<file path="config.mk">
export PLATFORM = sky130hd
export DESIGN_NAME = tpi_ram
export DESIGN_NICKNAME = d
export VERILOG_FILES = /design/src/design/tpi_ram.sv
export SDC_FILE = /design/constraint.sdc
export NUM_CORES = 1
export LEC_CHECK = 0
export ABC_AREA = 0
export BUFFER_PORTS_ARGS = -buffer_cell sky130_fd_sc_hd__buf_2
export CORE_UTILIZATION = 50
export DETAILED_ROUTE_END_ITERATION = 8
export PLACE_DENSITY_LB_ADDON = 0.05
export SLEW_MARGIN = 40
export SYNTH_ARGS = -nofsm -noshare
export SYNTH_HDL_FRONTEND = slang
export SYNTH_SLANG_ARGS = --single-unit
</file>
<file path="constraint.sdc">
create_clock -name clk -period 2.29 [get_ports clk]
set_input_delay 0.229 -clock clk [delete_from_list [all_inputs] [get_ports clk]]
set_output_delay 0.229 -clock clk [all_outputs]
set_load 0.01 [all_outputs]
</file>
<file path="src/design/tpi_ram.sv">
// Generic single-port RAM with registered read.
`default_nettype none
module tpi_ram #(
    parameter int WIDTH = 8,
    parameter int DEPTH = 16
) (
    input  wire logic                     clk,
    input  wire logic                     we,
    input  wire logic [$clog2(DEPTH)-1:0] addr,
    input  wire logic [WIDTH-1:0]         wdata,
    output logic      [WIDTH-1:0]         rdata
);
    logic [WIDTH-1:0] mem [DEPTH];

    always_ff @(posedge clk)
    begin
        if (we)
        begin
            mem[addr] <= wdata;
        end
        rdata <= mem[addr];
    end
endmodule
`default_nettype wire

</file>
### After elaboration in Yosys (flattened, before gate mapping)

Memories as Yosys holds them, arrays and structs flattened. A register that Yosys moved wholly into a read port is not among the register bits.
Cells that the tools add are included.

* flip-flop bits (word level): 0
* bits in latches: 0
* bits in writable memories: 128
* bits in read-only memories: 0
* word-level logic and storage cells: 3
* memories kept: 1

Memories
* mem: depth 16, width 8, rd ports 1, clocked after Yosys merged registers in 1, write ports 1, line 13 `logic [WIDTH-1:0] mem [DEPTH];`

* add/sub/neg operators: 0
* $mul: 0
* divide/modulo/power cells: 0
* order comparisons: 0
* eq/ne operators: 0
* shifts and indexed selects: 0
* multiplexer cells: 2
* bitwise logic cells: 0
* reductions and logical operators: 0

Operators with widths (count)
* 1-bit 2-to-1 mux: 2

### Longest topological paths before layout

Gate-level depths: netlist of run 1.

* word-level depth: 2
* depth in mapped cells: 5
* mapped depth without buffers: 3

### Worst setup path after synthesis of run 1

Ideal clock, no wire load.

* kind: input port to flip-flop
* from: input addr[2]
* to: memory mem[0][0] (enable)
* library setup time: 0.383 ns
* arrival time: 1.339 ns
* path slack: 0.568 ns
* stages on the path: 2
* path buffers: 0
* cell sequence: or3b_2 > nor3_1

RTL lines
* start: declaration: line 9 `input wire logic [$clog2(DEPTH)-1:0] addr,`
* end: declaration: line 13

Straight into the memory's write port.

==> impl_results.md, run 1 <==
- Worst setup margin: 0.944 ns
- Placed cells: 391
- Relative slew slack: 0.542
- Critical path startpoint category: register
- Area fraction of the dominant cell type after synthesis: 0.759
- Syn Inst Count: 230
- Iter 0 DRT Violations: 160
- TNS Setup: 0 ns
- Pwr Total: 5630 µW
- Cts repair resizes: 0
- RSZ-0062 raised after global routing: false
- Crit path depth: 3
- FMAX: 743 MHz
- Core Box Area: 9820 µm²
- Worst-path fanout max: 1
- Slew Limit Fails: 0
- Syn_area_per_cell: 22.0 µm²
- Total GRT Usage: 0.203
- Slowest stage delay, CP: 0.47 ns
- Starting density of the core: 0.516
- Vias in the first global route: 2481
- Gr ovfl total: 0
- Die W: 103 µm
- MaxCap Viol Count: 0
- Hold Vio Cnt, Final: 0
- Sequential area share after synthesis: 0.790
- Inserted Diodes: 0
- Final instance area: 6010 µm²
- Final Cycle Share: 0.588
- CTS sink count: 136
- FP Rows: 36
- CP required: 2.69 ns
- CP Buf/Inv Count: 0
- Layout Skew: 0.00499 ns
- Worst-margin pin slew: 0.684 ns
- Avg Vias per Cell: 5.49
- Max H-tree Level: 4
- I/O pins: 22
- CP Capture Type: register
- Yosys cell types: 18
- Num CTS Buffers: 17
- First-pass GRT wire length: 14300 µm
- Slowest-stage cell, CP: mux4_2
- Worst vdd ir: 0.487 mV
- Clk_lat worst skew: 0.51 ns
- Chip height: 103 µm
- Syn nets: 244
- Worst-path cell chain: mux4_2 -> a22oi_1 -> nand2_1
- Post-DP HPWL: 5950 µm
- Leakage: 0.00198 µW
- Area contributors post-synth: edfxtp_1 (76%), mux4_2 (14%), dfxtp_1 (3.2%)
- Port bufs: 21
- First-pass iteration count of the detailed router: 4
- Final setup vio count: 0
- Area grow syn2layout: 18.6%
- Largest net degree at the start of global routing: 39
- Root buffer cell: clkbuf_8
- Delay-heaviest family, CP: multiplexers
- Cell Count, Final, Fillers Out: 423
- CTS Hold Bufs: 0
- Worst-path clk slew: 0.06 ns
- Worst Hold Class: in -> reg
- P per Cell Area: 936 nW/µm²
- Setup WS pre-CTS: 0.572 ns
- Antenna violations before repair: 0
- CTS tree: done
- Synthesized area: 5070 µm²
- Layout cells sized above 1: 0.362
- Run status: complete, no violations
- Wire per inst: 22.2 µm
- Antenna Violating Nets Remaining: 0
- Reg2reg path depth: 3
- Cell Area, Placed: 5440 µm²
- WS Path Type: reg -> reg
- Postcts setup bufs: 0
- Wirelength, routed: 9390 µm
- Leading area contributor after synthesis: edfxtp_1
- Yosys reg bits: 136
- Die area: 10500 µm²
- Layout net count: 291
- Via count: 2323
- Worst hold stages: 1
- DR DRC count: 0
- Worst Path Arrival: 1.75 ns
- Longest Clk Path Bufs: 2
- Gp weighted congestion: 0.824
- Min Tclk post-route: 1.35 ns
- Yosys synthesis warning count: 0
## where the power goes
group          switching (µW)  internal (µW)  total (µW)
Combinational             150            112         262
Clock                    1020           1550        2570
Sequential               14.4           2780        2800
Total                    1180           4450        5630
## layout by cell type, fill, tap and decap left out, types with 4 or more instances in the layout
cell type	count
a22oi_1	16
mux4_2	32
clkbuf_16	16
buf_4	16
nand2_1	9
clkinvlp_4	6
edfxtp_1	128
dfxtp_1	8
nor2_1	11
nor3_1	4
buf_2	21
## cell usage after synthesis
| cell | instances |
|---|---|
| or3b_2 | 1 |
| mux4_2 | 32 |
| nor2b_1 | 2 |
| a22oi_1 | 16 |
| nand2_1 | 9 |
| and2_1 | 1 |
| clkbuf_1 | 2 |
| edfxtp_1 | 128 |
| nor2_1 | 13 |
| clkbuf_2 | 1 |
| nand3_1 | 1 |
| nand3b_1 | 2 |
| nand2b_1 | 2 |
| nor3_1 | 4 |
| buf_2 | 2 |
| buf_6 | 2 |
| buf_1 | 4 |
| dfxtp_1 | 8 |
## through the flow
stage,hold slack [ns],utilization
finish,0.104,0.612
global route,0.0835,0.612
CTS,0.0751,0.612
detailed placement,0.621,0.554
global placement,0.625,0.554
floorplan,0.328,-
## flip-flops by register name, indices dropped and copies added, names as in the netlist
name,cells
mem,128
rdata,8
## worst paths after layout
check / start / endpoint / slack [ns]
setup / recovery: mem[3][2] / rdata[2] / 0.94
hold reg to reg: mem[14][3] / rdata[3] / 0.66
setup reg to reg: mem[3][2] / rdata[2] / 0.94
hold / removal: wdata[5] / mem[4][5] / 0.10
## layer usage
| layer | vias to the layer above | global-route usage | share of wire |
|---|---|---|---|
| met2 | 58 | 0.318 | 0.51 |
| met1 | 1202 | 0.269 | 0.44 |
| li1 | 1059 | - | - |
| met5 | - | 0 | 0 |
| met3 | 4 | 0.0508 | 0.040 |
| met4 | 0 | 0.0945 | 0.0067 |
## area by class of cell
cell class                 count  area [µm²]
clock buffer                  18         418
clock inverter                14         150
fill                         744        3810
multi-input combinational     83        1010
sequential                   136        4000
tap                          133         166
timing repair buffer          39         265
## cell families after synthesis
logic type / synth area share
AOI/OAI and AO/OA: 0.0237
buffers and inverters: 0.0119
DFF: 0.790
muxes: 0.142
and+or+nand+nor: 0.0321
Power figures use the tool's default switching activity.
==> inputs of run 2 (changes only) <==
==> constraint.sdc (replaced) <==
create_clock -name clk -period 1.19 [get_ports clk]
set_input_delay 0.119 -clock clk [delete_from_list [all_inputs] [get_ports clk]]
set_output_delay 0.119 -clock clk [all_outputs]
set_load 0.01 [all_outputs]
==> run 2 against run 1 <==
Net effect: the flow now finishes with violations (negative setup slack); cell count up 4.7%; register-to-register slack worse by 1.0 ns; via count up 4.0%; combinational power up 140%; setup slack worse by 1.0 ns; count of clock-buffer cells in the layout down 1; total power up 99%.
==> impl_results.md, run 2 (same netlist as run 1, synthesis figures left out) <==
- MaxCap Viol Count: 0 (unchanged)
- Longest Clk Path Bufs: 2 (unchanged)
- Post-DP HPWL: 6120 µm (+2.8%)
- Min Tclk post-route: 1.25 ns (-0.0974 ns)
- Die W: 103 µm (unchanged)
- Gp weighted congestion: 0.713 (-13%)
- CP Capture Type: register
- Grt met2 use: 0.306 (-0.0123)
- Placed cells: 403 (+3.1%)
- Relative slew slack: 0.485 (-0.0567)
- Root buffer cell: clkbuf_8
- Postcts setup bufs: 0 (unchanged)
- Final setup vio count: 8 (+8)
- First-pass GRT wire length: 14300 µm (-0.29%)
- Worst-path fanout max: 1 (unchanged)
- Worst Path Arrival: 1.65 ns (-0.10 ns)
- Fill cells: 710 (-4.6%)
- Layout Skew: 0.00522 ns (+0.000231 ns)
- Leakage: 0.00213 µW (+7.6%)
- Port bufs: 21 (unchanged)
- Largest Register: mem
- Run status: finished, violations left
- Largest register FFs: 128 (unchanged)
- Delay-heaviest family, CP: multiplexers
- Final Cycle Share: 1.05 (+0.461)
- Worst-path cell chain: mux4_2 -> a22oi_2 -> nand2_1
- RSZ-0062 raised after global routing: true
- Failing checks: negative setup slack
- FP Rows: 36 (unchanged)
- Worst-margin pin slew: 0.770 ns (+0.0860 ns)
- Most common cell after layout, fill and taps aside: edfxtp_1
- Antenna Violating Nets Remaining: 0 (unchanged)
- Antenna violations before repair: 0 (unchanged)
- Gr ovfl total: 0 (unchanged)
- Commonest cells after routing, fill and taps aside: edfxtp_1 (128), mux4_2 (32), buf_2 (21), buf_4 (21), clkbuf_16 (16)
- WS Path Type: reg -> reg
- Worst Hold Class: in -> reg
- Worst setup margin: -0.0586 ns (-1.00 ns)
- Core Box Area: 9820 µm² (unchanged)
- Area grow syn2layout: 27.9%
- Num CTS Buffers: 17 (unchanged)
- I/O pins: 22 (unchanged)
- Grt peak-use layer: met2
- Vias in the first global route: 2503 (+0.89%)
- Via count: 2416 (+4.0%)
- Inserted Diodes: 0 (unchanged)
- Pwr Total: 11200 µW (+99%)
- Largest net degree at the start of global routing: 24 (-38%)
- Multi-input logic area: 1190 µm² (+18%)
- Slowest stage delay, CP: 0.49 ns (+0.02 ns)
- TNS Setup: -0.323 ns (-0.323 ns)
- Flip-flop and latch area: 4010 µm² (about the same)
- CP Buf/Inv Count: 0 (unchanged)
- Slowest-stage cell, CP: mux4_2
- Wire per inst: 21.0 µm (-5.5%)
- Final instance area: 6480 µm² (+7.8%)
- Layout net count: 311 (+6.9%)
- Avg Vias per Cell: 5.45 (-0.69%)
- Iter 0 DRT Violations: 123 (-23%)
- DR DRC count: 0 (unchanged)
- Layout cells sized above 1: 0.474 (+0.112)
- Cell Count, Final, Fillers Out: 443 (+4.7%)
- Die area: 10500 µm² (unchanged)
- Met1 Track Usage GR: 0.272 (+0.00281)
- Total GRT Usage: 0.200 (-0.00253)
- Chip height: 103 µm (unchanged)
- Critical path startpoint category: register
- Hold Vio Cnt, Final: 0 (unchanged)
- CP required: 1.60 ns (-1.09 ns)
- Worst-path clk slew: 0.06 ns (about the same)
- Slew Limit Fails: 0 (unchanged)
- Grt met3 use: 0.0549 (+0.00407)
- Clk_lat worst skew: 0.52 ns (about the same)
- FMAX: 801 MHz (+7.8%)
- Cell Area, Placed: 5750 µm² (+5.7%)
- Starting density of the core: 0.516 (unchanged)
- Top Registers: mem: 128 flops, rdata: 8 flops
- CTS sink count: 136 (unchanged)
- Worst vdd ir: 1.20 mV (+150%)
- Max H-tree Level: 4 (unchanged)
- CTS tree: done
- First-pass iteration count of the detailed router: 6 (+2)
- P per Cell Area: 1730 nW/µm² (+85%)
- Wirelength, routed: 9300 µm (-1.0%)
[run 2: cell types whose count changed in the layout (fill, tap and decap cells not counted), sizes merged]
cell / previous run / this run
clkinvlp: 6 / 4
inv: 2 / 1
dlygate4sd3: 0 / 8
bufinv: 2 / 3
clkbuf: 18 / 17
clkinv: 4 / 7
buf: 39 / 51
[run 2: final cells by class]
class / instances / area share
Sequential cell: 136 / 0.618
Multi-Input combinational cell: 83 / 0.184
Timing Repair Buffer: 59 / 0.0807
Clock buffer: 17 / 0.0639
Tap cell: 133 / 0.0257
Clock inverter: 15 / 0.0274
[run 2: worst reg2reg max path, delay by kind of cell (launching register included)]
kind	cells	cell delay, ns
DFF	1	0.35
muxes	1	0.49
and+or+nand+nor	1	0.07
AOI/OAI and AO/OA	1	0.22
[run 2: stage by stage]
step	hold WS, ns	util	setup slack, ns
3_5_place_dp	0.515	0.585	-0.345
4_1_cts	0.136	0.658	-0.0754
6_report	0.137	0.660	-0.0586
2_1_floorplan	0.218	-	-0.0677
3_3_place_gp	0.509	0.585	-0.306
5_1_grt	0.143	0.660	-0.115
[run 2: final timing paths]
path	startpoint	end	slack, ns	depth (start not counted)
hold / removal	addr[1]	rdata[3]	0.14	4
hold reg to reg	mem[15][4]	rdata[4]	0.67	3
setup / recovery	mem[11][2]	rdata[2]	-0.06	3
setup reg to reg	mem[11][2]	rdata[2]	-0.06	3
[run 2: routing by layer]
metal  up-vias  wire length [µm]
li1       1105                 -
met1      1256              4300
met2        41              4550
met3        14               327
met4         0               124
met5         -                 0
[run 2: where the power goes]
part	switching, µW	internal (µW)
clock	1980	3190
combinational	342	297
sequential	29.4	5360
[run 2: timing repair]
item | CTS | global route
pin swaps | 6 | 3
setup endpoints to repair | 8 | 9
hold buffers | 8 | 0
endpoints found under the hold margin | 128 | 0
gates resized for setup | 8 | 4
